==> config.mk <==
export PLATFORM = sky130hd
export DESIGN_NAME = two_class_priority_queue
export DESIGN_NICKNAME = d
export VERILOG_FILES = /design/src/rtl/core/tcpq_pkg.sv /design/src/rtl/core/tcpq_ctrl.sv /design/src/rtl/core/tcpq_dp.sv /design/src/rtl/core/two_class_priority_queue.sv
export SDC_FILE = /design/constraint.sdc
export NUM_CORES = 1
export LEC_CHECK = 0
export BUFFER_PORTS_ARGS = -buffer_cell sky130_fd_sc_hd__buf_2
export CORE_MARGIN = 5
export CORE_UTILIZATION = 50
export CTS_CLUSTER_DIAMETER = 200
export DETAILED_ROUTE_END_ITERATION = 12
export PLACE_DENSITY = 0.78
export SETUP_SLACK_MARGIN = 0.5
export SYNTH_ARGS = -nofsm -noshare
export SYNTH_HDL_FRONTEND = slang
export SYNTH_HIERARCHICAL = 1
export SYNTH_SLANG_ARGS = --single-unit
==> constraint.sdc <==
create_clock -name i_clk -period 8.2 [get_ports i_clk]
set_clock_uncertainty 0.1 [all_clocks]
set_input_delay 1.23 -clock i_clk [delete_from_list [all_inputs] [get_ports i_clk]]
set_output_delay 1.23 -clock i_clk [all_outputs]
set_load 0.02 [all_outputs]
==> src/rtl/core/tcpq_pkg.sv <==
`timescale 1ns / 1ps

package tcpq_pkg;

    localparam int DEPTH     = 16;
    localparam int MSG_WIDTH = 32;

    localparam int CNT_W = $clog2(DEPTH + 1);
    localparam int CAP_W = 5;
    localparam int CMP_W = (CNT_W > CAP_W) ? CNT_W : CAP_W;

    localparam int CMD_W    = 2;
    localparam int MSGF_W   = 32;
    localparam int SIZE_W   = 8;
    localparam int STAT_W   = 2;
    localparam int OCNT_W   = 5;
    localparam int CFG_IDX_W = 1;
    localparam int CFG_W    = 8;

    localparam int IN_BITS   = CMD_W + MSGF_W + SIZE_W;
    localparam int IN_TDATA_W  = ((IN_BITS + 7) / 8) * 8;
    localparam int OUT_BITS  = STAT_W + MSGF_W + 2 * OCNT_W;
    localparam int OUT_TDATA_W = ((OUT_BITS + 7) / 8) * 8;

    localparam logic [CMD_W-1:0] CMD_PUT_NORMAL = 2'd0;
    localparam logic [CMD_W-1:0] CMD_PUT_PRIO   = 2'd1;
    localparam logic [CMD_W-1:0] CMD_GET        = 2'd2;
    localparam logic [CMD_W-1:0] CMD_NOP        = 2'd3;

    localparam logic [STAT_W-1:0] ST_OK    = 2'd0;
    localparam logic [STAT_W-1:0] ST_FULL  = 2'd1;
    localparam logic [STAT_W-1:0] ST_LONG  = 2'd2;
    localparam logic [STAT_W-1:0] ST_EMPTY = 2'd3;

    localparam logic [CFG_IDX_W-1:0] CFG_MAX_SIZE = 1'd0;
    localparam logic [CFG_IDX_W-1:0] CFG_CAPACITY = 1'd1;

    localparam logic [SIZE_W-1:0] MAX_SIZE_RST = 8'd15;
    localparam logic [CAP_W-1:0]  CAPACITY_RST = 5'd16;

    typedef struct packed {
        logic exec;
        logic hold;
    } t_dp_cmd;

    typedef struct packed {
        logic [OCNT_W-1:0] priority_count;
        logic [OCNT_W-1:0] count;
        logic [MSGF_W-1:0] message_out;
        logic [STAT_W-1:0] status;
    } t_result;

endpackage

==> src/rtl/core/tcpq_ctrl.sv <==
`timescale 1ns / 1ps

module tcpq_ctrl
    import tcpq_pkg::*;
(
    input  logic    i_clk,
    input  logic    i_rst_n,
    input  logic    i_s_tvalid,
    output logic    o_s_tready,
    output logic    o_m_tvalid,
    input  logic    i_m_tready,
    output t_dp_cmd o_cmd
);

    localparam logic S_IDLE = 1'b0;
    localparam logic S_HOLD = 1'b1;

    logic r_state;
    logic n_state;
    logic exec;

    // result register frees up in the same cycle it is taken
    assign o_s_tready = (r_state == S_IDLE) || i_m_tready;
    assign o_m_tvalid = (r_state == S_HOLD);
    assign exec       = i_s_tvalid && o_s_tready;

    always_comb begin
        n_state = r_state;
        unique case (r_state)
            S_IDLE: begin
                if (exec) begin
                    n_state = S_HOLD;
                end
            end
            S_HOLD: begin
                if (i_m_tready && !exec) begin
                    n_state = S_IDLE;
                end
            end
            default: n_state = S_IDLE;
        endcase
    end

    always_ff @(posedge i_clk) begin
        if (!i_rst_n) begin
            r_state <= S_IDLE;
        end else begin
            r_state <= n_state;
        end
    end

    assign o_cmd.exec = exec;
    assign o_cmd.hold = (r_state == S_HOLD) && !i_m_tready;

    a_exec_loads: assert property (@(posedge i_clk) disable iff (!i_rst_n)
        exec |=> r_state == S_HOLD)
        else $error("accepted item left no result");

    a_no_load_on_stall: assert property (@(posedge i_clk) disable iff (!i_rst_n)
        o_cmd.hold |-> !o_cmd.exec)
        else $error("new item taken over a waiting result");

endmodule

==> src/rtl/core/tcpq_dp.sv <==
`timescale 1ns / 1ps

module tcpq_dp
    import tcpq_pkg::*;
(
    input  logic                 i_clk,
    input  logic                 i_rst_n,
    input  t_dp_cmd              i_cmd,
    input  logic [CMD_W-1:0]     i_op,
    input  logic [MSGF_W-1:0]    i_message,
    input  logic [SIZE_W-1:0]    i_msg_len,
    input  logic                 i_cfg_we,
    input  logic [CFG_IDX_W-1:0] i_cfg_idx,
    input  logic [CFG_W-1:0]     i_cfg_wdata,
    output t_result              o_result
);

    logic [MSG_WIDTH-1:0] r_slots [DEPTH];
    logic [MSG_WIDTH-1:0] n_slots [DEPTH];
    logic [CNT_W-1:0]     r_occ;
    logic [CNT_W-1:0]     n_occ;
    logic [CNT_W-1:0]     r_pf;
    logic [CNT_W-1:0]     n_pf;
    logic [SIZE_W-1:0]    r_max_size;
    logic [CAP_W-1:0]     r_capacity;
    t_result              r_result;

    logic                 is_put;
    logic                 too_long;
    logic                 full;
    logic [STAT_W-1:0]    status;
    logic [MSG_WIDTH-1:0] popped;
    logic [MSG_WIDTH-1:0] msg;
    logic                 do_norm;
    logic                 do_prio;
    logic                 do_get;

    assign msg      = MSG_WIDTH'(i_message);
    assign is_put   = (i_op == CMD_PUT_NORMAL) || (i_op == CMD_PUT_PRIO);
    assign too_long = i_msg_len > r_max_size;
    assign full     = (CMP_W'(r_occ) >= CMP_W'(r_capacity)) || (r_occ >= CNT_W'(DEPTH));

    always_comb begin
        status  = ST_OK;
        popped  = '0;
        do_norm = 1'b0;
        do_prio = 1'b0;
        do_get  = 1'b0;
        if (is_put) begin
            priority if (too_long) begin
                status = ST_LONG;
            end else if (full) begin
                status = ST_FULL;
            end else if (i_op == CMD_PUT_NORMAL) begin
                do_norm = 1'b1;
            end else begin
                do_prio = 1'b1;
            end
        end else if (i_op == CMD_GET) begin
            if (r_occ == '0) begin
                status = ST_EMPTY;
            end else begin
                do_get = 1'b1;
                popped = r_slots[0];
            end
        end
    end

    always_comb begin
        n_occ = r_occ;
        n_pf  = r_pf;
        if (do_norm) begin
            n_occ = r_occ + 1'b1;
        end else if (do_prio) begin
            n_occ = r_occ + 1'b1;
            n_pf  = r_pf + 1'b1;
        end else if (do_get) begin
            n_occ = r_occ - 1'b1;
            if (r_pf != '0) begin
                n_pf = r_pf - 1'b1;
            end
        end
    end

    // all slots move in parallel
    always_comb begin
        for (int i = 0; i < DEPTH; i++) begin
            n_slots[i] = r_slots[i];
        end
        if (do_get) begin
            for (int i = 0; i < DEPTH - 1; i++) begin
                n_slots[i] = r_slots[i + 1];
            end
        end else if (do_norm) begin
            for (int i = 0; i < DEPTH; i++) begin
                if (CNT_W'(i) == r_occ) begin
                    n_slots[i] = msg;
                end
            end
        end else if (do_prio) begin
            for (int i = 1; i < DEPTH; i++) begin
                if ((CNT_W'(i) > r_pf) && (CNT_W'(i) <= r_occ)) begin
                    n_slots[i] = r_slots[i - 1];
                end
            end
            for (int i = 0; i < DEPTH; i++) begin
                if (CNT_W'(i) == r_pf) begin
                    n_slots[i] = msg;
                end
            end
        end
    end

    always_ff @(posedge i_clk) begin
        if (i_cmd.exec) begin
            for (int i = 0; i < DEPTH; i++) begin
                r_slots[i] <= n_slots[i];
            end
            r_result.status         <= status;
            r_result.message_out    <= MSGF_W'(popped);
            r_result.count          <= OCNT_W'(n_occ);
            r_result.priority_count <= OCNT_W'(n_pf);
        end
    end

    always_ff @(posedge i_clk) begin
        if (!i_rst_n) begin
            r_occ      <= '0;
            r_pf       <= '0;
            r_max_size <= MAX_SIZE_RST;
            r_capacity <= CAPACITY_RST;
        end else begin
            if (i_cmd.exec) begin
                r_occ <= n_occ;
                r_pf  <= n_pf;
            end
            if (i_cfg_we) begin
                unique case (i_cfg_idx)
                    CFG_MAX_SIZE: r_max_size <= i_cfg_wdata;
                    CFG_CAPACITY: r_capacity <= CAP_W'(i_cfg_wdata);
                    default: ;
                endcase
            end
        end
    end

    assign o_result = r_result;

    a_pf_le_occ: assert property (@(posedge i_clk) disable iff (!i_rst_n)
        (r_pf <= r_occ) && (r_occ <= CNT_W'(DEPTH)))
        else $error("fill counters out of order");

    a_put_grows: assert property (@(posedge i_clk) disable iff (!i_rst_n)
        i_cmd.exec && (do_norm || do_prio) |=> r_occ == $past(r_occ) + 1'b1)
        else $error("put did not grow the queue");

    a_refused_keeps: assert property (@(posedge i_clk) disable iff (!i_rst_n)
        i_cmd.exec && (status != ST_OK) |=> $stable(r_occ) && $stable(r_pf))
        else $error("refused item changed the queue");

endmodule

==> src/rtl/core/two_class_priority_queue.sv <==
`timescale 1ns / 1ps
// channel   dir  signals                          contents
// s         in   i_s_tvalid/o_s_tready/i_s_tdata  cmd, message, msg_len
// m         out  o_m_tvalid/i_m_tready/o_m_tdata  status, message_out, count, priority_count
// cfg       in   i_cfg_we/i_cfg_idx/i_cfg_wdata   0 max_entry_size, 1 capacity
//
// one item per cycle while no result is stalled: the shift register slots are updated in the cycle an item is taken
// the result is registered at the input transfer and appears in the cycle after it
// a stalled result holds the input side; it is taken again in the cycle the result leaves
// reset: synchronous, empty queue, max_entry_size 15, capacity 16, no clearing pass

module two_class_priority_queue
    import tcpq_pkg::*;
(
    input  logic                   i_clk,
    input  logic                   i_rst_n,
    input  logic                   i_s_tvalid,
    output logic                   o_s_tready,
    input  logic [IN_TDATA_W-1:0]  i_s_tdata,   // cmd, message, msg_len
    output logic                   o_m_tvalid,
    input  logic                   i_m_tready,
    output logic [OUT_TDATA_W-1:0] o_m_tdata,   // status, message_out, count, priority_count
    input  logic                   i_cfg_we,
    input  logic [CFG_IDX_W-1:0]   i_cfg_idx,
    input  logic [CFG_W-1:0]       i_cfg_wdata
);

    t_dp_cmd dp_cmd;
    t_result result;

    tcpq_ctrl u_ctrl (
        .i_clk      (i_clk),
        .i_rst_n    (i_rst_n),
        .i_s_tvalid (i_s_tvalid),
        .o_s_tready (o_s_tready),
        .o_m_tvalid (o_m_tvalid),
        .i_m_tready (i_m_tready),
        .o_cmd      (dp_cmd)
    );

    tcpq_dp u_dp (
        .i_clk          (i_clk),
        .i_rst_n        (i_rst_n),
        .i_cmd          (dp_cmd),
        .i_op           (i_s_tdata[CMD_W-1:0]),
        .i_message      (i_s_tdata[CMD_W +: MSGF_W]),
        .i_msg_len      (i_s_tdata[CMD_W + MSGF_W +: SIZE_W]),
        .i_cfg_we       (i_cfg_we),
        .i_cfg_idx      (i_cfg_idx),
        .i_cfg_wdata    (i_cfg_wdata),
        .o_result       (result)
    );

    assign o_m_tdata = OUT_TDATA_W'(result);

endmodule
### Yosys cells after proc, flatten, opt, wreduce, memory -nomap -nowiden

Memory sizes are Yosys's and may differ from the RTL's.
Cells that the tools add are included.

* memories kept: 1
* logic and storage cells: 188
* bits in writable memories: 512
* input bits: 62
* bits in registers: 68
* output and inout port bits: 50

* order comparisons: 33
* mux-type cells: 78
* equality and inequality tests: 32
* $add $sub $neg: 4
* bitwise logic cells: 3
* reduce and logical (&&, ||, !) cells: 28

Memories
* u_dp.r_slots: depth 16, bits a word 32, read ports 16, clocked after Yosys merged registers in 0, write ports 16, line tcpq_dp.sv:18 `logic [MSG_WIDTH-1:0] r_slots [DEPTH];`

Operators with widths (count)
* 32-bit two-way mux: 48
* 512-bit two-way mux: 2
* 480-bit two-way mux: 1
* 4-bit by 5-bit == test with 1-bit output, first input constant: 16
* 3-bit by 5-bit == test with 1-bit output, first input constant: 8
* 4-bit by 5-bit greater-than comparator with 1-bit output, first input constant: 8
* 4-bit by 5-bit <= comparator with 1-bit output, first input constant: 8
* 5-bit two-way mux: 7
* 2-bit by 5-bit == test with 1-bit output, first input constant: 4
* 3-bit by 5-bit greater-than comparator with 1-bit output, first input constant: 4
* 3-bit by 5-bit <= comparator with 1-bit output, first input constant: 4
* 1-bit logical AND: 17
* 1-bit two-way mux: 15
* 5-bit by 1-bit adder with 5-bit output, second input constant: 2
* 1-bit by 5-bit == test with 1-bit output, first input constant: 2
* 2-bit by 5-bit greater-than comparator with 1-bit output, first input constant: 2
* 2-bit by 5-bit <= comparator with 1-bit output, first input constant: 2
* 5-bit logical NOT: 2
* 5-bit by 1-bit subtractor with 5-bit output, second input constant: 2
* 8-bit greater-than comparator: 1
* 2-bit two-way mux: 4
* 5-bit greater-or-equal comparator: 1
* 5-bit greater-or-equal comparator, second input constant: 1
* 1-bit by 5-bit greater-than comparator with 1-bit output, first input constant: 1
* 11 further kinds: 16

### Depth between registers and ports, before layout

Gate-level depths: netlist (run 1).

* depth after elaboration: 8
* mapped depth: 13

### Cells and area by module

Netlist (run 1), hierarchy kept.

By module, submodules not included
* tcpq_dp: seq. area each 17156.5 µm², area an instance 29535.8 µm², cells an instance 2924, times used 1
* tcpq_ctrl: seq. area each 20.0 µm², area an instance 60.1 µm², cells an instance 6, times used 1
* two_class_priority_queue: seq. area each 0.0 µm², area an instance 33.8 µm², cells an instance 5, times used 1

### Worst setup path after synthesis (run 1)

OpenSTA, ideal clock, no wires.

* path kind: input to register
* from: input port i_s_tdata[35]
* to: memory u_dp.r_slots[13][0], in the netlist u_dp/r_slots[1][160] (enable)
* data arrival time: 5369 ps
* path slack: 2261 ps
* path buffers: 3
* data required time: 7630 ps
* cell stages on the path: 11
* cells stage by stage: ha_1 > nor2b_1 > o211ai_1 > a211oi_1 > or3_1 > buf_6 > buf_8 > nor2_8 > o21ai_2 > buf_2 > a211oi_1

RTL lines
* start: declaration: line two_class_priority_queue.sv:19 `input logic [IN_TDATA_W-1:0] i_s_tdata,`
* end: declaration: line tcpq_dp.sv:18

==> impl_metrics.json, run 1 <==
{
  "clk_latency_ns": 0.65,
  "yosysWarningCount": 6,
  "async_reset_ff_share_pct": 0,
  "grt_max_degree": 280,
  "hold_class": "flop to flop",
  "grt_first_pass_wirelength_mm": 120.0,
  "netlist_area_mm2": 0.02963,
  "gp_routability_congestion": 0.8902,
  "drt_iter0_drc": 3590,
  "crit-reg2reg-capture": "u_dp/r_slots[1][5]",
  "initial_core_util_pct": 50.30,
  "clock_power_share_pct": 38.3,
  "grt_overflow_total": 0,
  "antenna_found_initial": 2,
  "finalPower_mw": 6.944,
  "max-vdd-ir-drop_mv": 0.1721,
  "worst_r2r_startpoint": "u_dp/r_occ[0]",
  "first_global_vias": 21461,
  "grtUsageTotal_pct": 22.89,
  "run_status": "complete, no violations",
  "setup_tns_ns": 0,
  "worstSetupStartpoint": "u_dp/r_occ[0]",
  "num-nets-final": 2948,
  "cts_max_level": 2,
  "synthesis.instances": 2935,
  "postRouteWirelength_mm": 76.26,
  "boundaryPins": 112,
  "numClockSinks": 580,
  "cts_root_buf": "sky130_fd_sc_hd__clkbuf_16",
  "detail_route.vias_per_cell": 6.250,
  "portBuffers": 101,
  "cp.required_ns": 8.34,
  "worstRegToRegCells": 10,
  "fmax_mhz": 214.0,
  "post_synth.cell_area_avg_um2": 10.10,
  "critical_path.startpoint_type": "flop",
  "post_route_cells_drive_above_1_share_pct": 10.38,
  "cts_resized": 0,
  "floorplan.rows": 89,
  "final_hold_viol_count": 0,
  "finalNonFillerCells": 3682,
  "synthDominantCellAreaShare_pct": 56.35,
  "worst_ep_arrival_time_ns": 4.81,
  "post_cts_hold_buffer_count": 0,
  "drtAntennaViolNets": 0,
  "worst_pin_slew_ns": 1.344,
  "netSwitchingFraction_pct": 25.66,
  "tritoncts.num_buffers": 57,
  "yosys_most_used_dff": "sky130_fd_sc_hd__edfxtp_1",
  "synth-edff-count": 556,
  "final.min_clock_period_ns": 4.672,
  "cts_tree": "done",
  "endpoint_kind": "flop",
  "p_leak_nw": 10.80,
  "finalWorstSetupSlack_ns": 3.528,
  "drv_slew": 0,
  "timing.setup.critical_path_class": "flop to flop",
  "ys_top_cells_by_area": "sky130_fd_sc_hd__edfxtp_1 (56%), sky130_fd_sc_hd__a21oi_1 (8.1%), sky130_fd_sc_hd__nand2_1 (7.7%)",
  "path_clk_slew_ns": 0.06,
  "detail_route.first_pass.iterations": 6,
  "worst_setup_path_endpoint": "u_dp/r_slots[1][5]",
  "whs_ns": 0.3590,
  "timing.critical_path.fanout_max": 32,
  "synth-seq-cells": 580,
  "finalSetupViolCount": 0,
  "synthDistinctLibCells": 66,
  "antenna-diode-count": 0,
  "post-cts-setup-buffer-count": 0,
  "area_growth_syn_to_layout_pct": 7.989,
  "layout.cells.most_common_list": "sky130_fd_sc_hd__nand2_1 (606), sky130_fd_sc_hd__edfxtp_1 (556), sky130_fd_sc_hd__a21oi_1 (477)",
  "max_cap_viol_count": 0,
  "internal_power_mw": 5.162,
  "seq_power_share_pct": 49.0,
  "vias": 23011,
  "slew_headroom_pct": 9.904,
  "cts-root-to-sink-buffers": 3,
  "fp.dieArea_mm2": 0.06423,
  "dp_worst_setup_slack_ns": 2.977,
  "sequential_cell_area_fraction_in_the_yosys_report_pct": 57.97,
  "fp.coreArea_mm2": 0.05891,
  "post-synth-top-area-cell": "sky130_fd_sc_hd__edfxtp_1",
  "slack_of_the_worst_reg_to_reg_path_ns": 3.53,
  "comb_power_share_pct": 12.7,
  "switching_power_mw": 1.782,
  "power.density_mw_per_mm2": 217.0,
  "place.detailed.instances": 3575,
  "wire_per_inst_um": 20.71,
  "die_ht_um": 253.4,
  "final.period_utilization_pct": 56.98,
  "die_w_um": 253.4,
  "fillCellCount": 4937,
  "mostFrequentLayoutCell": "sky130_fd_sc_hd__nand2_1",
  "rsz0062_at_grt": "false",
  "dp_hpwl_mm": 48.95,
  "post-route-drc-count": 0
}
-- worst max-delay path, stage by stage (launching register included) --
cell	delay (ns)
sky130_fd_sc_hd__dfxtp_1	0.56
sky130_fd_sc_hd__inv_1	0.23
sky130_fd_sc_hd__ha_1	0.33
sky130_fd_sc_hd__nand2b_1	0.15
sky130_fd_sc_hd__a21o_1	0.17
sky130_fd_sc_hd__a21oi_1	0.29
sky130_fd_sc_hd__o21ai_4	0.09
sky130_fd_sc_hd__buf_4	0.29
sky130_fd_sc_hd__nor3_4	0.83
sky130_fd_sc_hd__o211ai_1	0.29
sky130_fd_sc_hd__a21oi_4	0.91
-- worst min-delay path by stage --
stage	startpoint	to	slack, ns	cells after the start
floorplan	u_dp/r_capacity[1]	u_dp/r_capacity[1]	0.34	2
global placement	u_dp/r_max_size[5]	u_dp/r_max_size[5]	0.34	2
detailed placement	u_dp/r_max_size[4]	u_dp/r_max_size[4]	0.35	2
CTS	u_dp/r_capacity[2]	u_dp/r_capacity[2]	0.36	2
global route	u_dp/r_capacity[2]	u_dp/r_capacity[2]	0.37	2
finish	u_dp/r_capacity[2]	u_dp/r_capacity[2]	0.36	2
-- state kept, by name (all words and copies together) (netlist names) --
| register | cells |
|---|---|
| u_dp/r_slots | 512 |
| u_dp/r_max_size | 8 |
| u_dp/o_result | 44 |
| u_dp/r_occ | 5 |
| u_ctrl/o_m_tvalid | 1 |
| u_dp/r_capacity | 5 |
| u_dp/r_pf | 5 |
-- per-layer routing --
metal,GRT usage [%],share of wire (%)
met5,0,0.035
met4,5.831,2.0
met1,34.96,43
met3,5.464,12
met2,33.11,43
-- layout make-up --
class / count / area [um2] / share of cell area, %
Timing Repair Buffer: 139 / 833.3 / 2.604
Tap cell: 773 / 967.2 / 3.023
Inverter: 25 / 93.84 / 0.2933
Sequential cell: 580 / 17180 / 53.68
Multi-Input combinational cell: 2060 / 11030 / 34.47
Clock buffer: 70 / 1496 / 4.677
Clock inverter: 35 / 399.1 / 1.247
-- synth_stat cells (2+ instances only) --
cell type / number
sky130_fd_sc_hd__clkbuf_1: 106
sky130_fd_sc_hd__a21oi_1: 481
sky130_fd_sc_hd__a2111oi_0: 2
sky130_fd_sc_hd__clkinv_1: 2
sky130_fd_sc_hd__nand3_1: 250
sky130_fd_sc_hd__inv_1: 22
sky130_fd_sc_hd__o31ai_1: 7
sky130_fd_sc_hd__a31o_2: 2
sky130_fd_sc_hd__mux2i_1: 5
sky130_fd_sc_hd__xnor2_1: 10
sky130_fd_sc_hd__and3_1: 2
sky130_fd_sc_hd__nand4_1: 3
sky130_fd_sc_hd__ha_1: 23
sky130_fd_sc_hd__o211ai_1: 229
sky130_fd_sc_hd__buf_6: 41
sky130_fd_sc_hd__nor3_1: 18
sky130_fd_sc_hd__o21a_1: 3
sky130_fd_sc_hd__mux2_4: 29
sky130_fd_sc_hd__a22oi_1: 4
sky130_fd_sc_hd__buf_2: 56
sky130_fd_sc_hd__edfxtp_1: 556
sky130_fd_sc_hd__buf_1: 32
sky130_fd_sc_hd__o31a_4: 3
sky130_fd_sc_hd__o31a_1: 8
sky130_fd_sc_hd__a21o_1: 5
sky130_fd_sc_hd__o21ai_0: 15
sky130_fd_sc_hd__nand2_1: 606
sky130_fd_sc_hd__or3_1: 2
sky130_fd_sc_hd__mux2_2: 3
sky130_fd_sc_hd__o21ai_2: 2
sky130_fd_sc_hd__nand2b_1: 2
sky130_fd_sc_hd__a31oi_1: 6
sky130_fd_sc_hd__dfxtp_1: 24
sky130_fd_sc_hd__nor2_1: 250
sky130_fd_sc_hd__nor2b_1: 5
sky130_fd_sc_hd__o31ai_4: 6
sky130_fd_sc_hd__o22ai_1: 2
sky130_fd_sc_hd__buf_4: 37
sky130_fd_sc_hd__a311oi_1: 5
sky130_fd_sc_hd__a211oi_1: 9
sky130_fd_sc_hd__and2_1: 37
-- per-stage QoR --
step                util [%]  cell area, um2
finish                 54.32           32000
global route           54.32           32000
CTS                    54.28           31980
detailed placement     51.07           30080
global placement       51.07           30080
floorplan                  -           29640
-- kinds of logic (layout without fill, tap and decap cells) --
family	after synthesis	in the layout	synth area share (%)
AND/OR/NAND/NOR	1185	1185	16.81
AO/OA/AOI/OAI	801	801	16.63
flip-flops	580	580	57.97
buffers and inverters	298	269	5.557
multiplexers	37	37	1.752
adder cells (fa/ha/maj)	23	23	0.9713
XOR/XNOR	10	10	0.2956
other	1	4	0.01266
-- power groups by stage --
stage / clock [mW] / sequential (mW) / combinational (mW)
2_1_floorplan: 0 / 3.47 / 0.645
3_3_place_gp: 0 / 3.46 / 0.827
3_5_place_dp: 0 / 3.47 / 0.860
4_1_cts: 2.70 / 3.40 / 0.864
5_1_grt: 2.82 / 3.41 / 0.962
6_report: 2.66 / 3.40 / 0.880
No activity file was read; power rests on OpenSTA's default activity.
==> inputs of run 2 (changes only) <==
--- a/config.mk
+++ b/config.mk
@@ -5,12 +5,13 @@
 export SDC_FILE = /design/constraint.sdc
 export NUM_CORES = 1
 export LEC_CHECK = 0
+export ABC_AREA = 1
 export BUFFER_PORTS_ARGS = -buffer_cell sky130_fd_sc_hd__buf_2
 export CORE_MARGIN = 5
 export CORE_UTILIZATION = 50
 export CTS_CLUSTER_DIAMETER = 200
 export DETAILED_ROUTE_END_ITERATION = 12
-export PLACE_DENSITY = 0.78
+export PLACE_DENSITY = 0.77
 export SETUP_SLACK_MARGIN = 0.5
 export SYNTH_ARGS = -nofsm -noshare
 export SYNTH_HDL_FRONTEND = slang
==> constraint.sdc (replaced) <==
create_clock -name i_clk -period 4.66 [get_ports i_clk]
set_clock_uncertainty 0.1 [all_clocks]
set_input_delay 0.699 -clock i_clk [delete_from_list [all_inputs] [get_ports i_clk]]
set_output_delay 0.699 -clock i_clk [all_outputs]
set_load 0.02 [all_outputs]
==> impl_metrics.json, run 2 <==
{
  "portBuffers": 101,
  "max-vdd-ir-drop_mv": 0.2488,
  "path_clk_slew_ns": 0.06,
  "gp_routability_congestion": 0.9109,
  "die_ht_um": 273.0,
  "timing.setup.critical_path_class": "flop to flop",
  "first_global_vias": 24833,
  "timing.hold.worst_endpoint": "u_dp/r_capacity[4]",
  "grt_first_pass_wirelength_mm": 133.5,
  "number_of_instances_on_the_worst_hold_path": 3,
  "wire_per_inst_um": 14.69,
  "worstHoldStart": "i_cfg_wdata[4]",
  "worst_ep_arrival_time_ns": 3.89,
  "final.period_utilization_pct": 77.14,
  "synthDistinctLibCells": 36,
  "endpoint_kind": "flop",
  "rsz0062_at_grt": "false",
  "whs_ns": 0.2514,
  "cts_max_level": 3,
  "netSwitchingFraction_pct": 27.96,
  "comb_power_share_pct": 16.8,
  "largest_reg_flops": 512,
  "critPathSlowestCell": "sky130_fd_sc_hd__buf_4",
  "cts_root_buf": "sky130_fd_sc_hd__clkbuf_16",
  "worstRegToRegCells": 15,
  "post_route_cells_drive_above_1_share_pct": 6.810,
  "fp.dieArea_mm2": 0.07452,
  "critPathMostFrequentCell": "sky130_fd_sc_hd__nand2_1",
  "grtUsageTotal_pct": 21.04,
  "grt_overflow_total": 0,
  "power.density_mw_per_mm2": 361.7,
  "synthSimpleGateAreaFrac_pct": 33.33,
  "run_status": "complete, no violations",
  "clk_latency_ns": 0.59,
  "netlist_area_mm2": 0.03458,
  "dp_hpwl_mm": 50.38,
  "antenna_found_initial": 4,
  "synth-edff-count": 556,
  "setup_tns_ns": 0,
  "vias": 28713,
  "sequential_cell_area_fraction_in_the_yosys_report_pct": 49.67,
  "post_cts_hold_buffer_count": 0,
  "yosys_most_used_dff": "sky130_fd_sc_hd__edfxtp_1",
  "boundaryPins": 112,
  "mostFrequentLayoutCell": "sky130_fd_sc_hd__nand2_1",
  "fp.coreArea_mm2": 0.06859,
  "synth_compound_area_share_pct": 8.629,
  "cts_tree": "done",
  "tritoncts.num_buffers": 66,
  "numClockSinks": 580,
  "synth-xor-area-share_pct": 0.2533,
  "reg_with_most_ffs": "u_dp/r_slots",
  "timing.critical_path.fanout_max": 34,
  "cts_resized": 0,
  "synth_top_cells_by_count": "sky130_fd_sc_hd__nand2_1 (2712), sky130_fd_sc_hd__edfxtp_1 (556), sky130_fd_sc_hd__o21ai_0 (494), sky130_fd_sc_hd__inv_1 (158), sky130_fd_sc_hd__buf_2 (144)",
  "slew_headroom_pct": 22.78,
  "worst_r2r_startpoint": "u_dp/r_occ[0]",
  "post_synth_adder_cell_area_pct": 0.8322,
  "finalSetupViolCount": 0,
  "yosys.cell_count.top_type": "sky130_fd_sc_hd__nand2_1",
  "layout.cells.most_common_list": "sky130_fd_sc_hd__nand2_1 (2704), sky130_fd_sc_hd__edfxtp_1 (556), sky130_fd_sc_hd__o21ai_0 (494)",
  "postRouteWirelength_mm": 81.21,
  "yosysWarningCount": 6,
  "drtAntennaViolNets": 0,
  "detail_route.first_pass.iterations": 6,
  "post-route-drc-count": 0,
  "seq_power_share_pct": 46.7,
  "max_cap_viol_count": 0,
  "p_leak_nw": 18.50,
  "post_synth.cell_area_avg_um2": 7.396,
  "floorplan.rows": 96,
  "ys_top_cells_by_area": "sky130_fd_sc_hd__edfxtp_1 (48%), sky130_fd_sc_hd__nand2_1 (29%), sky130_fd_sc_hd__o21ai_0 (7.1%)",
  "synth-seq-cells": 580,
  "die_w_um": 273.0,
  "critical_path.cell_chain": "buf_4 -> inv_1 -> ha_1 -> inv_1 -> nand2_1 -> nand2_1 -> nand4_4 -> nor2_4 -> nand2_8 -> inv_6 -> buf_4 -> nand2_4 -> nand2_1 -> nand2_1 -> o21ai_0",
  "final.min_clock_period_ns": 3.595,
  "area_growth_syn_to_layout_pct": 7.041,
  "switching_power_mw": 3.744,
  "async_reset_ff_share_pct": 0,
  "synthMuxAreaShare_pct": 0,
  "synth_top_family_by_area": "simple AND/OR/NAND/NOR gates",
  "clock_power_share_pct": 36.5,
  "num-nets-final": 4630,
  "dp_worst_setup_slack_ns": 0.7850,
  "fmax_mhz": 278.2,
  "final_hold_viol_count": 0,
  "synthDominantCellAreaShare_pct": 48.28,
  "grt_max_degree": 228,
  "post-cts-setup-buffer-count": 0,
  "finalWorstSetupSlack_ns": 1.065,
  "crit-reg2reg-capture": "u_dp/r_slots[1][169]",
  "worst_path_largest_cell_delay_ns": 0.60,
  "cts-root-to-sink-buffers": 3,
  "cp.required_ns": 4.96,
  "post-synth-top-area-cell": "sky130_fd_sc_hd__edfxtp_1",
  "drv_slew": 0,
  "internal_power_mw": 9.645,
  "slack_of_the_worst_reg_to_reg_path_ns": 1.07,
  "worst_pin_slew_ns": 1.158,
  "critical_path.startpoint_type": "flop",
  "drt_iter0_drc": 3682,
  "initial_core_util_pct": 50.42,
  "detail_route.vias_per_cell": 5.192,
  "hold_class": "input port to flop",
  "synthesis.instances": 4676
}
run 2: area by class of cell:
cell class              count  area, um2
fillers                  6439      31570
flip-flops and latches    580      17180
multi-input cells        3580      15080
clock buffers              94       1904
well taps                 931       1165
repair buffers            146      918.4
inverters                 171      654.4
clock inverters            25      110.1
diodes                      3      7.507
run 2: worst max-delay path, delay by kind of cell, from the launching register on:
family | cells | cell delay [ns]
compound gates | 1 | 0.12
fa+ha+maj | 1 | 0.28
buf+inv | 5 | 1.38
flops | 1 | 0.29
simple gates | 8 | 1.14
run 2: logic make-up (layout without fill, tap and decap cells):
kind of cell | count (synthesis) | in the layout
and+or+nand+nor | 2953 | 2953
AOI/OAI and AO/OA | 590 | 590
DFF | 580 | 580
buffers and inverters | 519 | 436
adders and majority gates | 23 | 23
xor gates and xnor gates | 10 | 10
other | 1 | 7
run 2: power groups by stage:
| stage | logic (mW) | registers, mW | clock network [mW] |
|---|---|---|---|
| floorplan | 1.69 | 6.37 | 0 |
| global placement | 2.15 | 6.35 | 0 |
| detailed placement | 2.21 | 6.36 | 0 |
| CTS | 2.23 | 6.25 | 5.00 |
| global route | 2.58 | 6.27 | 5.23 |
| finish | 2.26 | 6.25 | 4.88 |
run 2: layer usage:
metal | up-vias | track usage (%) | share of wire, % | wire length [um]
li1 | 14646 | - | - | -
met1 | 12688 | 34.04 | 48 | 38800
met2 | 1278 | 29.54 | 41 | 33000
met3 | 99 | 3.222 | 9.9 | 8063
met4 | 2 | 4.952 | 1.7 | 1341
met5 | - | 0 | 0.014 | 11
run 2: how the worst max path moves through the flow:
| stage | startpoint | endpoint | slack [ns] | depth (start not counted) |
|---|---|---|---|---|
| 2_1_floorplan | i_s_tdata[41] | u_dp/r_slots[0][128] | 0.72 | 10 |
| 3_3_place_gp | i_s_tdata[41] | u_dp/r_slots[0][200] | 0.83 | 10 |
| 3_5_place_dp | i_s_tdata[41] | u_dp/r_slots[0][41] | 0.78 | 12 |
| 4_1_cts | u_dp/r_occ[0] | u_dp/r_slots[0][40] | 1.12 | 14 |
| 5_1_grt | u_dp/r_occ[2] | u_dp/r_slots[0][40] | 0.85 | 12 |
| 6_report | u_dp/r_occ[0] | u_dp/r_slots[1][169] | 1.07 | 15 |
run 2: per-stage QoR:
step	cells	utilization (%)	total power, mW	area, um2
floorplan	4679	-	8.062	34610
global placement	5408	51.02	8.504	34990
detailed placement	5408	51.02	8.562	34990
CTS	5527	53.96	13.48	37010
global route	5530	53.97	14.08	37020
finish	5530	53.97	13.39	37020
